## src/rtl/hslr_pkg.sv

```systemverilog
// ----------------------------------------------------------------------------
// hslr_pkg
// Shared widths, constants and stage types for the HSL to RGB565 pipeline.
// ----------------------------------------------------------------------------
package hslr_pkg;

    localparam int unsigned FRACTION_BITS = 8;

    localparam int unsigned IN_W    = 9;
    localparam int unsigned PIX_W   = 16;
    localparam int unsigned ONE     = 1 << FRACTION_BITS;
    localparam int unsigned ONE_W   = FRACTION_BITS + 1;
    localparam int unsigned CN_W    = 2 * FRACTION_BITS + 1;
    localparam int unsigned NUM_W   = CN_W + 9;
    localparam int unsigned COEF_W  = 8;
    localparam int unsigned RAMP_W  = 6;
    localparam int unsigned OFS_W   = 7;
    localparam int unsigned V_W     = 11;
    localparam int unsigned V_SHIFT = 2 * FRACTION_BITS - 3;
    localparam int unsigned Q_W     = 8;
    localparam int unsigned NST     = 4;

    localparam logic [IN_W-1:0]  HUE_WRAP   = IN_W'(360);
    localparam logic [IN_W-1:0]  HUE_SECTOR = IN_W'(60);
    localparam logic [OFS_W-1:0] HUE_PAIR   = OFS_W'(120);
    localparam logic [OFS_W-1:0] HUE_HALF   = OFS_W'(60);

    localparam logic signed [COEF_W-1:0] COEF_FULL = COEF_W'(60);
    localparam logic signed [COEF_W-1:0] COEF_NONE = -COEF_W'(60);

    // floor(v / 15) = (v * RECIP_15) >> RECIP_SHIFT for v below 2^V_W
    localparam logic [12:0] RECIP_15    = 13'd4370;
    localparam int unsigned RECIP_SHIFT = 16;

    localparam logic [4:0] MAX_RB = 5'd31;
    localparam logic [5:0] MAX_G  = 6'd63;

    typedef enum logic [2:0] {
        SEC_RED_YEL,
        SEC_YEL_GRN,
        SEC_GRN_CYN,
        SEC_CYN_BLU,
        SEC_BLU_MAG,
        SEC_MAG_RED
    } t_sector;

    typedef struct packed {
        logic [ONE_W-1:0]  span;
        logic [ONE_W-1:0]  sat;
        logic [ONE_W-1:0]  light;
        t_sector           sector;
        logic [RAMP_W-1:0] ramp;
    } t_prep;

    typedef struct packed {
        logic [CN_W-1:0]   cn;
        logic [ONE_W-1:0]  light;
        t_sector           sector;
        logic [RAMP_W-1:0] ramp;
    } t_chroma;

    typedef struct packed {
        logic [V_W-1:0] red;
        logic [V_W-1:0] grn;
        logic [V_W-1:0] blu;
    } t_chan;

endpackage

```

## src/rtl/hslr_if.sv

```systemverilog
// ----------------------------------------------------------------------------
// hslr_if
// Request channels of the HSL to RGB565 pipeline.
// ----------------------------------------------------------------------------
interface hslr_in_if import hslr_pkg::*; ();
    logic            valid;
    logic            ready;
    logic [IN_W-1:0] hue;
    logic [IN_W-1:0] saturation;
    logic [IN_W-1:0] lightness;

    modport source (output valid, hue, saturation, lightness, input ready);
    modport sink   (input valid, hue, saturation, lightness, output ready);
endinterface

interface hslr_out_if import hslr_pkg::*; ();
    logic             valid;
    logic             ready;
    logic [PIX_W-1:0] pixel_color;

    modport source (output valid, pixel_color, input ready);
    modport sink   (input valid, pixel_color, output ready);
endinterface

```

## src/rtl/hslr_prep.sv

```systemverilog
// ----------------------------------------------------------------------------
// hslr_prep
// Stage 1: input clamping, hue sector, ramp position and chroma span.
// ----------------------------------------------------------------------------
module hslr_prep import hslr_pkg::*; (
    input  logic            i_clk,
    input  logic            i_en,
    input  logic [IN_W-1:0] i_hue,
    input  logic [IN_W-1:0] i_sat,
    input  logic [IN_W-1:0] i_light,
    output t_prep           o_prep
);

    logic [IN_W-1:0]  hue_w;
    logic [31:0]      sat32;
    logic [31:0]      light32;
    logic [ONE_W-1:0] sat_c;
    logic [ONE_W-1:0] light_c;
    logic [ONE_W:0]   twol;
    logic [ONE_W:0]   l_dev;
    t_sector          sector;
    logic [IN_W-1:0]  pair_base;
    logic [OFS_W-1:0] ofs;
    logic [OFS_W-1:0] ramp;
    t_prep            n_prep;
    t_prep            r_prep;

    always_comb begin
        hue_w   = (i_hue >= HUE_WRAP) ? i_hue - HUE_WRAP : i_hue;
        sat32   = 32'(i_sat);
        light32 = 32'(i_light);
        sat_c   = (sat32 > ONE) ? ONE_W'(ONE) : ONE_W'(sat32);
        light_c = (light32 > ONE) ? ONE_W'(ONE) : ONE_W'(light32);

        twol  = {light_c, 1'b0};
        l_dev = (twol >= (ONE_W + 1)'(ONE)) ? twol - (ONE_W + 1)'(ONE)
                                            : (ONE_W + 1)'(ONE) - twol;

        if (hue_w < HUE_SECTOR) begin
            sector = SEC_RED_YEL;
        end else if (hue_w < IN_W'(2) * HUE_SECTOR) begin
            sector = SEC_YEL_GRN;
        end else if (hue_w < IN_W'(3) * HUE_SECTOR) begin
            sector = SEC_GRN_CYN;
        end else if (hue_w < IN_W'(4) * HUE_SECTOR) begin
            sector = SEC_CYN_BLU;
        end else if (hue_w < IN_W'(5) * HUE_SECTOR) begin
            sector = SEC_BLU_MAG;
        end else begin
            sector = SEC_MAG_RED;
        end

        case (sector)
            SEC_RED_YEL, SEC_YEL_GRN: pair_base = '0;
            SEC_GRN_CYN, SEC_CYN_BLU: pair_base = IN_W'(HUE_PAIR);
            default:                  pair_base = IN_W'(2) * IN_W'(HUE_PAIR);
        endcase

        ofs  = OFS_W'(hue_w - pair_base);
        ramp = (ofs >= HUE_HALF) ? HUE_PAIR - ofs : ofs;

        n_prep.span   = ONE_W'(ONE) - l_dev[ONE_W-1:0];
        n_prep.sat    = sat_c;
        n_prep.light  = light_c;
        n_prep.sector = sector;
        n_prep.ramp   = ramp[RAMP_W-1:0];
    end

    always_ff @(posedge i_clk) begin
        if (i_en) begin
            r_prep <= n_prep;
        end
    end

    assign o_prep = r_prep;

endmodule

```

## src/rtl/hslr_chroma.sv

```systemverilog
// ----------------------------------------------------------------------------
// hslr_chroma
// Stage 2: chroma product of span and saturation.
// ----------------------------------------------------------------------------
module hslr_chroma import hslr_pkg::*; (
    input  logic    i_clk,
    input  logic    i_en,
    input  t_prep   i_prep,
    output t_chroma o_chroma
);

    logic [2*ONE_W-1:0] prod;
    t_chroma            n_chroma;
    t_chroma            r_chroma;

    always_comb begin
        prod            = (2 * ONE_W)'(i_prep.span) * (2 * ONE_W)'(i_prep.sat);
        n_chroma.cn     = prod[CN_W-1:0];
        n_chroma.light  = i_prep.light;
        n_chroma.sector = i_prep.sector;
        n_chroma.ramp   = i_prep.ramp;
    end

    always_ff @(posedge i_clk) begin
        if (i_en) begin
            r_chroma <= n_chroma;
        end
    end

    assign o_chroma = r_chroma;

endmodule

```

## src/rtl/hslr_mix.sv

```systemverilog
// ----------------------------------------------------------------------------
// hslr_mix
// Stage 3: per-channel sum of lightness term and weighted chroma, pre-scaled.
// ----------------------------------------------------------------------------
module hslr_mix import hslr_pkg::*; (
    input  logic    i_clk,
    input  logic    i_en,
    input  t_chroma i_chroma,
    output t_chan   o_chan
);

    logic [ONE_W+6:0]           l120;
    logic signed [NUM_W-1:0]    lterm;
    logic signed [CN_W:0]       cn_s;
    logic signed [COEF_W-1:0]   c_ramp;
    logic signed [COEF_W-1:0]   c_r;
    logic signed [COEF_W-1:0]   c_g;
    logic signed [COEF_W-1:0]   c_b;
    logic signed [NUM_W-1:0]    num_r;
    logic signed [NUM_W-1:0]    num_g;
    logic signed [NUM_W-1:0]    num_b;
    t_chan                      n_chan;
    t_chan                      r_chan;

    // channel = 120*L*ONE + cn*(2k - 60), k being 60, ramp or 0
    always_comb begin
        l120   = (ONE_W + 7)'(i_chroma.light) * (ONE_W + 7)'(HUE_PAIR);
        lterm  = $signed(NUM_W'({l120, {FRACTION_BITS{1'b0}}}));
        cn_s   = $signed({1'b0, i_chroma.cn});
        c_ramp = $signed({1'b0, i_chroma.ramp, 1'b0}) - COEF_FULL;

        case (i_chroma.sector)
            SEC_RED_YEL: begin c_r = COEF_FULL; c_g = c_ramp;    c_b = COEF_NONE; end
            SEC_YEL_GRN: begin c_r = c_ramp;    c_g = COEF_FULL; c_b = COEF_NONE; end
            SEC_GRN_CYN: begin c_r = COEF_NONE; c_g = COEF_FULL; c_b = c_ramp;    end
            SEC_CYN_BLU: begin c_r = COEF_NONE; c_g = c_ramp;    c_b = COEF_FULL; end
            SEC_BLU_MAG: begin c_r = c_ramp;    c_g = COEF_NONE; c_b = COEF_FULL; end
            default:     begin c_r = COEF_FULL; c_g = COEF_NONE; c_b = c_ramp;    end
        endcase

        num_r = lterm + cn_s * c_r;
        num_g = lterm + cn_s * c_g;
        num_b = lterm + cn_s * c_b;

        n_chan.red = num_r[V_SHIFT +: V_W];
        n_chan.grn = num_g[V_SHIFT +: V_W];
        n_chan.blu = num_b[V_SHIFT +: V_W];
    end

    always_ff @(posedge i_clk) begin
        if (i_en) begin
            r_chan <= n_chan;
        end
    end

    assign o_chan = r_chan;

endmodule

```

## src/rtl/hslr_pack.sv

```systemverilog
// ----------------------------------------------------------------------------
// hslr_pack
// Stage 4: divide by 15, saturate each channel and pack RGB565.
// ----------------------------------------------------------------------------
module hslr_pack import hslr_pkg::*; (
    input  logic             i_clk,
    input  logic             i_en,
    input  t_chan            i_chan,
    output logic [PIX_W-1:0] o_pixel
);

    logic [23:0]      p_r;
    logic [23:0]      p_g;
    logic [23:0]      p_b;
    logic [Q_W-1:0]   q_r;
    logic [Q_W-1:0]   q_g;
    logic [Q_W-1:0]   q_b;
    logic [4:0]       red;
    logic [5:0]       grn;
    logic [4:0]       blu;
    logic [PIX_W-1:0] n_pixel;
    logic [PIX_W-1:0] r_pixel;

    // q = floor(v / 15) is the 64-scaled level; red and blue take q / 2
    always_comb begin
        p_r = 24'(i_chan.red) * 24'(RECIP_15);
        p_g = 24'(i_chan.grn) * 24'(RECIP_15);
        p_b = 24'(i_chan.blu) * 24'(RECIP_15);
        q_r = p_r[RECIP_SHIFT +: Q_W];
        q_g = p_g[RECIP_SHIFT +: Q_W];
        q_b = p_b[RECIP_SHIFT +: Q_W];

        red = (q_r[Q_W-1:1] > Q_W'(MAX_RB) >> 0) ? MAX_RB : q_r[5:1];
        grn = (q_g > Q_W'(MAX_G)) ? MAX_G : q_g[5:0];
        blu = (q_b[Q_W-1:1] > Q_W'(MAX_RB) >> 0) ? MAX_RB : q_b[5:1];

        n_pixel = {red, grn, blu};
    end

    always_ff @(posedge i_clk) begin
        if (i_en) begin
            r_pixel <= n_pixel;
        end
    end

    assign o_pixel = r_pixel;

endmodule

```

## src/rtl/hsl_to_rgb565.sv

```systemverilog
// An accepted request moves through the prep, chroma, mix and pack registers to o_px.
// Throughput: one request per cycle while o_px is ready; the four stages each hold one request.
// A stalled output holds its stage; earlier stages keep filling any bubbles.
// Reset (synchronous, active low) clears the stage valid bits only.
// ----------------------------------------------------------------------------
// hsl_to_rgb565
// HSL to RGB565 colour conversion, four-stage pipeline.
// ----------------------------------------------------------------------------
module hsl_to_rgb565 import hslr_pkg::*; (
    input  logic        i_clk,
    input  logic        i_rst_n,
    hslr_in_if.sink     i_px,
    hslr_out_if.source  o_px
);

    logic [NST-1:0] r_v;
    logic [NST-1:0] n_v;
    logic [NST-1:0] stage_en;
    t_prep          prep;
    t_chroma        chroma;
    t_chan          chan;

    always_comb begin
        stage_en[NST-1] = !r_v[NST-1] || o_px.ready;
        for (int k = NST - 2; k >= 0; k--) begin
            stage_en[k] = !r_v[k] || stage_en[k+1];
        end
        n_v = r_v;
        if (stage_en[0]) begin
            n_v[0] = i_px.valid;
        end
        for (int k = 1; k < NST; k++) begin
            if (stage_en[k]) begin
                n_v[k] = r_v[k-1];
            end
        end
    end

    always_ff @(posedge i_clk) begin
        if (!i_rst_n) begin
            r_v <= '0;
        end else begin
            r_v <= n_v;
        end
    end

    assign i_px.ready = stage_en[0];
    assign o_px.valid = r_v[NST-1];

    hslr_prep u_prep (
        .i_clk   (i_clk),
        .i_en    (stage_en[0]),
        .i_hue   (i_px.hue),
        .i_sat   (i_px.saturation),
        .i_light (i_px.lightness),
        .o_prep  (prep)
    );

    hslr_chroma u_chroma (
        .i_clk    (i_clk),
        .i_en     (stage_en[1]),
        .i_prep   (prep),
        .o_chroma (chroma)
    );

    hslr_mix u_mix (
        .i_clk    (i_clk),
        .i_en     (stage_en[2]),
        .i_chroma (chroma),
        .o_chan   (chan)
    );

    hslr_pack u_pack (
        .i_clk   (i_clk),
        .i_en    (stage_en[3]),
        .i_chan  (chan),
        .o_pixel (o_px.pixel_color)
    );

`ifndef ASSERT_OFF
    a_accept_fills: assert property (@(posedge i_clk) disable iff (!i_rst_n)
        (i_px.valid && i_px.ready) |=> r_v[0])
        else $error("accepted request not captured in first stage");

    a_stage_holds: assert property (@(posedge i_clk) disable iff (!i_rst_n)
        (r_v[1] && !stage_en[2]) |=> r_v[1])
        else $error("stalled stage dropped its request");

    a_full_blocks: assert property (@(posedge i_clk) disable iff (!i_rst_n)
        (r_v == {NST{1'b1}} && !o_px.ready) |-> !i_px.ready)
        else $error("full pipeline accepted a request while stalled");

    a_out_advances: assert property (@(posedge i_clk) disable iff (!i_rst_n)
        (r_v[NST-2] && !o_px.valid) |=> o_px.valid)
        else $error("request not advanced into empty output stage");
`endif

endmodule
```

## src/flat_wrapper.sv

```systemverilog
// flat-port wrapper written by rule: the top's interface ports become plain ports
module hsl_to_rgb565_flat import hslr_pkg::*;
  (i_clk, i_rst_n, i_px_valid, i_px_hue, i_px_saturation, i_px_lightness, i_px_ready, o_px_valid, o_px_pixel_color, o_px_ready);
  hslr_in_if i_px_i ();
  hslr_out_if o_px_i ();
  input  logic i_clk;
  input  logic i_rst_n;
  input wire logic [$bits(i_px_i.valid)-1:0] i_px_valid;
  input wire logic [$bits(i_px_i.hue)-1:0] i_px_hue;
  input wire logic [$bits(i_px_i.saturation)-1:0] i_px_saturation;
  input wire logic [$bits(i_px_i.lightness)-1:0] i_px_lightness;
  output wire logic [$bits(i_px_i.ready)-1:0] i_px_ready;
  output wire logic [$bits(o_px_i.valid)-1:0] o_px_valid;
  output wire logic [$bits(o_px_i.pixel_color)-1:0] o_px_pixel_color;
  input wire logic [$bits(o_px_i.ready)-1:0] o_px_ready;
  assign i_px_i.valid = i_px_valid;
  assign i_px_i.hue = i_px_hue;
  assign i_px_i.saturation = i_px_saturation;
  assign i_px_i.lightness = i_px_lightness;
  assign i_px_ready = i_px_i.ready;
  assign o_px_valid = o_px_i.valid;
  assign o_px_pixel_color = o_px_i.pixel_color;
  assign o_px_i.ready = o_px_ready;
  hsl_to_rgb565 u_core (.i_clk(i_clk), .i_rst_n(i_rst_n), .i_px(i_px_i), .o_px(o_px_i));
endmodule
```

## config.mk

```make
export PLATFORM = sky130hd
export DESIGN_NAME = hsl_to_rgb565_flat
export DESIGN_NICKNAME = d
export VERILOG_FILES = /design/src/rtl/hslr_pkg.sv /design/src/rtl/hslr_if.sv /design/src/rtl/hslr_prep.sv /design/src/rtl/hslr_chroma.sv /design/src/rtl/hslr_mix.sv /design/src/rtl/hslr_pack.sv /design/src/rtl/hsl_to_rgb565.sv /design/src/flat_wrapper.sv
export SDC_FILE = /design/constraint.sdc
export NUM_CORES = 1
export LEC_CHECK = 0
export BUFFER_PORTS_ARGS = -buffer_cell sky130_fd_sc_hd__buf_2
export CORE_AREA = 10 10 212 214
export DETAILED_ROUTE_END_ITERATION = 6
export DIE_AREA = 0 0 222 224
export PLACE_DENSITY_LB_ADDON = 0.25
export RECOVER_POWER = 25
export SLEW_MARGIN = 20
export SYNTH_ARGS = -nofsm -noshare
export SYNTH_HDL_FRONTEND = slang
export SYNTH_SLANG_ARGS = --single-unit
```

## constraint.sdc

```tcl
create_clock -name i_clk -period 7.2 [get_ports i_clk]
set_input_delay 0.36 -clock i_clk [delete_from_list [all_inputs] [get_ports i_clk]]
set_output_delay 0.36 -clock i_clk [all_outputs]
set_load 0.01 [all_outputs]
```

==> metrics.txt, run 1 <==
status=complete, but fails checks; failing checks=max-capacitance violations, max-slew violations; mapped cell area=0.0222 sq mm; Final Setup Violations=0; clk_skew=12.2 ps; total wire length=46100 um; Synth Net Count=3015; syn_area_per_cell=9.52 sq um; final core occ=57.8%; Root Buffer=clkbuf_16; Final Hold Fails=0; Synth Warn #=0; DP Wirelength=37800 um; worst-case clock buffer depth=2; # H-tree levels=4; startpoint types=flop; die area=0.0497 sq mm; Post-synth top flop=edfxtp_1; core area=0.0406 sq mm; Async SR Flop Fraction=0%; TritonRoute pass-1 iters=5; routability cong.=0.868; largest net degree at the start of global routing=36; PortBufs=48; share of cells above drive strength 1=3.83%; number of global-route vias before repair=16900; CTS tree=done; Final Max Slew Viols=34; Max Clock Freq=0.149 GHz; Total GRT Usage=19.6%; grt total ovfl=0; #FFs+latches synth=121; Starting Density=54.7%; wire per inst=16.0 um; Crit Path Max Fanout=16; cells after synthesis=2329; clock-pin slew on the worst setup and hold paths=60 ps; final instance area=0.0234 sq mm; Clk Latency, worst-skew pair=460 ps; Std-Cell Rows=74; Slew HR=-27.9%; Sink Count=121; Nets=3024; minimum clock period=6700 ps; dpl cell area=0.0229 sq mm; Req. time, crit path=7410 ps; WHS Path Cells=3; Area growth, synth to finish=5.70%; period utilization=93.0%; Max-Cap Viols=1; die span in x=222 um; crit path DAT=6910 ps; first-pass GRT wire length=80600 um; # DRC=0; CTS buffer count=17; CP Capture Type=flop; placed cells=2851; DR vias=15200; RSZ-0062 raised after global routing=no; worst slew pin tran=1920 ps; Hold-fix buffers, CTS=0; worst reg2reg path depth=20; initial DRC count=654; Post-CTS Setup Bufs=0; cts repair resizes=0; Setup TNS Final=0 ps; Top Ports=49; Avg Vias per Cell=5.27; sequential area share after synthesis=16.2%; Routed Antenna Nets=0; path category of the worst min-delay check=in2reg; post-synth cell types=68; EDFF count, synth=117; initial antenna violation count=1; Cell Count, Final, Fillers Out=2881; die height=224 um; WS Path Type=reg2reg
==> routing by layer <==
metal | global-route usage, % | routed length (um)
met1 | 23.8 | 19900
met5 | 0 | 0
met2 | 35.1 | 23500
met3 | 2.60 | 1810
met4 | 6.71 | 905
==> final timing paths <==
path                                        to  slack, ps                        start
setup / recovery       u_core.u_mix.o_chan[20]        500  u_core.u_chroma.o_chroma[1]
hold / removal                   u_core.r_v[0]        130                   i_px_valid
setup reg to reg       u_core.u_mix.o_chan[20]        500  u_core.u_chroma.o_chroma[1]
hold reg to reg   u_core.u_chroma.o_chroma[17]        410     u_core.u_prep.o_prep[17]
==> metrics by stage <==
stage / setup WS, ps / hold slack [ps]
after floorplan: 1060 / 400
after detailed placement: 505 / 406
final: 503 / 130
after global placement: 640 / 400
after CTS: 487 / 107
after global routing: 164 / 136
==> sequential cells by signal (all words and copies together) (netlist names) <==
name	count
u_core.u_chroma.o_chroma	34
u_core.u_prep.o_prep	34
u_core.u_mix.o_chan	33
u_core.u_pack.o_pixel	16
u_core.r_v	4
==> kinds of logic (layout without fill, tap and decap cells) <==
family / Yosys count / after routing / share of synthesized area (%)
buf+inv: 604 / 623 / 10.2
fa+ha+maj: 655 / 655 / 48.2
flops: 121 / 121 / 16.2
xor+xnor: 95 / 95 / 3.75
compound gates: 212 / 212 / 6.28
simple gates: 635 / 635 / 15.0
other cells: 0 / 1 / 0
mux: 7 / 7 / 0.339
==> worst max-delay path: stages, from the launching register on <==
cell and delay, ps:
edfxtp_1 510, ha_1 300, nand3_1 110, xor2_1 330, a21o_1 510, and2_1 230
fa_1 450, fa_1 540, inv_1 50, fa_1 500, fa_1 540, inv_1 40
ha_1 320, a21oi_1 200, a21boi_0 140, o221ai_1 380, o31ai_1 220, or4_1 510
a31oi_1 330, o21ai_1 110, xor2_1 140
==> Yosys cell counts, types with 7 or more instances <==
cell type,number,share of area (%)
nor2_1,97,1.6
fa_1,331,30
inv_1,529,9.0
a21o_1,14,0.47
o21bai_1,11,0.37
o21ai_0,43,0.97
a211oi_1,7,0.24
nand2_1,150,2.5
and3_1,33,0.93
clkbuf_1,73,1.2
o21a_1,9,0.30
nor2b_1,29,0.82
nor3_1,21,0.47
ha_1,324,18
and2_1,236,6.7
nand3_1,18,0.41
xor2_1,31,1.2
a31oi_1,17,0.48
or2_2,11,0.31
a21oi_1,58,1.3
nand2b_1,11,0.31
edfxtp_1,117,16
xnor2_1,64,2.5
==> area by class of cell <==
type / instances / area [sq um]
Fill cell: 3502 / 17100
Multi-Input combinational cell: 1604 / 16300
Sequential cell: 121 / 3590
Inverter: 529 / 1990
Tap cell: 532 / 666
Clock buffer: 18 / 429
Timing Repair Buffer: 65 / 339
Clock inverter: 11 / 109
Antenna cell: 1 / 2.50
==> cell usage in the layout (no fill, tap or decap), types with 9 or more instances in the layout <==
| master | Yosys | final |
|---|---|---|
| a21o_1 | 14 | 14 |
| a21oi_1 | 58 | 58 |
| a31oi_1 | 17 | 17 |
| and2_1 | 236 | 235 |
| and3_1 | 33 | 33 |
| buf_2 | 2 | 28 |
| buf_4 | 0 | 16 |
| clkbuf_1 | 73 | 22 |
| clkbuf_16 | 0 | 17 |
| edfxtp_1 | 117 | 117 |
| fa_1 | 331 | 331 |
| ha_1 | 324 | 324 |
| inv_1 | 529 | 529 |
| nand2_1 | 150 | 149 |
| nand2b_1 | 11 | 11 |
| nand3_1 | 18 | 18 |
| nor2_1 | 97 | 97 |
| nor2b_1 | 29 | 29 |
| nor3_1 | 21 | 21 |
| o21a_1 | 9 | 9 |
| o21ai_0 | 43 | 43 |
| o21bai_1 | 11 | 11 |
| or2_2 | 11 | 11 |
| xnor2_1 | 64 | 64 |
| xor2_1 | 31 | 31 |
Power of run 1 is not shown: default switching activity piles up to over one toggle a cycle in this logic, so the estimate is an artifact.
==> run 2: changes to the inputs <==
CORE_AREA = 10 10 263 265   (was 10 10 212 214)
DIE_AREA = 0 0 273 275   (was 0 0 222 224)
==> metrics.txt, run 2 (synthesis gave the netlist of run 1 again) <==
Cell Count, Final, Fillers Out=3212 (+11%); share of cells above drive strength 1=4.45% (+0.62 points); placed cells=3180 (+12%); core area=0.0639 sq mm (+58%); PortBufs=48 (unchanged); clock-pin slew on the worst setup and hold paths=70 ps (about the same); Max-Cap Viols=0 (-1); Slew HR=40.9% (+69 points); CTS buffer count=17 (unchanged); clk_skew=19.4 ps (+7.21 ps); grt total ovfl=0 (unchanged); die height=275 um (+23%); WS Path Type=reg2reg; slowest cell delay on critical path=630 ps (+90 ps); initial DRC count=538 (-18%); Multi-input gate area=0.0163 sq mm (unchanged); critical path's slowest cell=fa_1; wire per inst=14.6 um (-8.9%); cts repair resizes=0 (unchanged); first-pass GRT wire length=81500 um (+1.1%); # DRC=0 (unchanged); path category of the worst min-delay check=in2reg; Final Hold Fails=0 (unchanged); CP Buf/Inv Count=2 (unchanged); Top Ports=49 (unchanged); worst path cell trace=fa_1, fa_1, ha_1, a21o_1, a21oi_1, xnor2_1, ha_1, fa_1, fa_1, inv_1, fa_1, inv_1, ha_1, and2_1, a221oi_1, o21ai_0, o31a_1, a211o_1, a21oi_1, xnor2_1; filler instances=6423 (+83%); Nets=3030 (+0.20%); die area=0.0751 sq mm (+51%); Total GRT Usage=13.4% (-6.2 points); Setup TNS Final=0 ps (unchanged); crit path DAT=6920 ps (about the same); Req. time, crit path=7430 ps (+20 ps); period utilization=92.9% (about the same); Routed Antenna Nets=0 (unchanged); leading cell type in the layout, fill and taps excluded=inv_1; Hold Slack=122 ps (-8.10 ps); Starting Density=34.7% (-20 points); Post-CTS Setup Bufs=0 (unchanged); most frequent cells in the layout=inv_1, fa_1, ha_1; Clk Latency, worst-skew pair=480 ps (+20 ps); largest net degree at the start of global routing=36 (unchanged); Avg Vias per Cell=4.66 (-12%); CP dominant cell by count=fa_1; CP Capture Type=flop; Sink Count=121 (unchanged); TritonRoute pass-1 iters=4 (-1); Final Setup Violations=0 (unchanged); routability cong.=0.844 (-2.8%); Hold-fix buffers, CTS=0 (unchanged); minimum clock period=6690 ps (-4.76 ps); Final Max Slew Viols=0 (-100%); die span in x=273 um (+23%); Root Buffer=clkbuf_16; crit-path leading delay family=adder cells; CTS tree=done; DP Wirelength=38300 um (+1.3%); DR vias=15000 (-1.4%); number of global-route vias before repair=16400 (-2.9%); antenna cells=0 (-1); Std-Cell Rows=93 (+26%); worst-case clock buffer depth=2 (unchanged); status=finished, final reports clean; worst slew pin tran=886 ps (-1030 ps); total wire length=46800 um (+1.5%); startpoint types=flop; RSZ-0062 raised after global routing=no; Area growth, synth to finish=8.19%; initial antenna violation count=0 (-1); Max Clock Freq=0.149 GHz (about the same); # H-tree levels=4 (unchanged); Crit Path Max Fanout=5 (-11); register area=0.00359 sq mm (unchanged)
==> run 2: changes by cell type in the layout (fill, tap and decap cells not counted), moves of 2 or more <==
cell and change:
bufinv_16 +2, inv_8 +2, clkinv_1 -5, buf_4 +7
inv_6 +3, clkinv_4 +2
==> run 2: worst reg2reg max path, cell delays in order (launching register included) <==
cell and delay (ps):
edfxtp_1 520, fa_1 630, fa_1 470, ha_1 320, a21o_1 170, a21oi_1 210
xnor2_1 260, ha_1 330, fa_1 490, fa_1 550, inv_1 50, fa_1 470
inv_1 40, ha_1 300, and2_1 160, a221oi_1 220, o21ai_0 290, o31a_1 380
a211o_1 300, a21oi_1 190, xnor2_1 80
==> run 2: routing by layer <==
layer | GRT usage [%] | routed length, um
met5 | 0 | 0
met4 | 3.00 | 527
met3 | 2.41 | 1310
met2 | 23.7 | 23000
met1 | 16.7 | 22000
==> run 2: through the flow <==
stage / util [%] / setup WS [ps] / area [sq um]
floorplan: - / 1060 / 22200
finish: 37.6 / 508 / 24000
global route: 37.6 / 82.2 / 24000
detailed placement: 36.6 / 491 / 23400
CTS: 37.6 / 481 / 24000
global placement: 36.6 / 563 / 23400
==> run 2: final cells by class <==
cell class                      count  area share, %
Inverter                          529           8.28
Sequential cell                   121           15.0
Timing Repair Buffer               71           1.62
Multi-Input combinational cell   1604           68.0
Tap cell                          855           4.46
Clock inverter                     14          0.881
Clock buffer                       18           1.79
==> run 2: final timing paths <==
kind	startpoint	to	slack (ps)	cells after the start
setup / recovery	u_core.u_chroma.o_chroma[9]	u_core.u_mix.o_chan[10]	510	20
hold / removal	i_px_valid	u_core.r_v[0]	120	3
setup reg to reg	u_core.u_chroma.o_chroma[9]	u_core.u_mix.o_chan[10]	510	20
hold reg to reg	u_core.u_prep.o_prep[17]	u_core.u_chroma.o_chroma[17]	410	0
Power of run 2 is left out for the same reason.
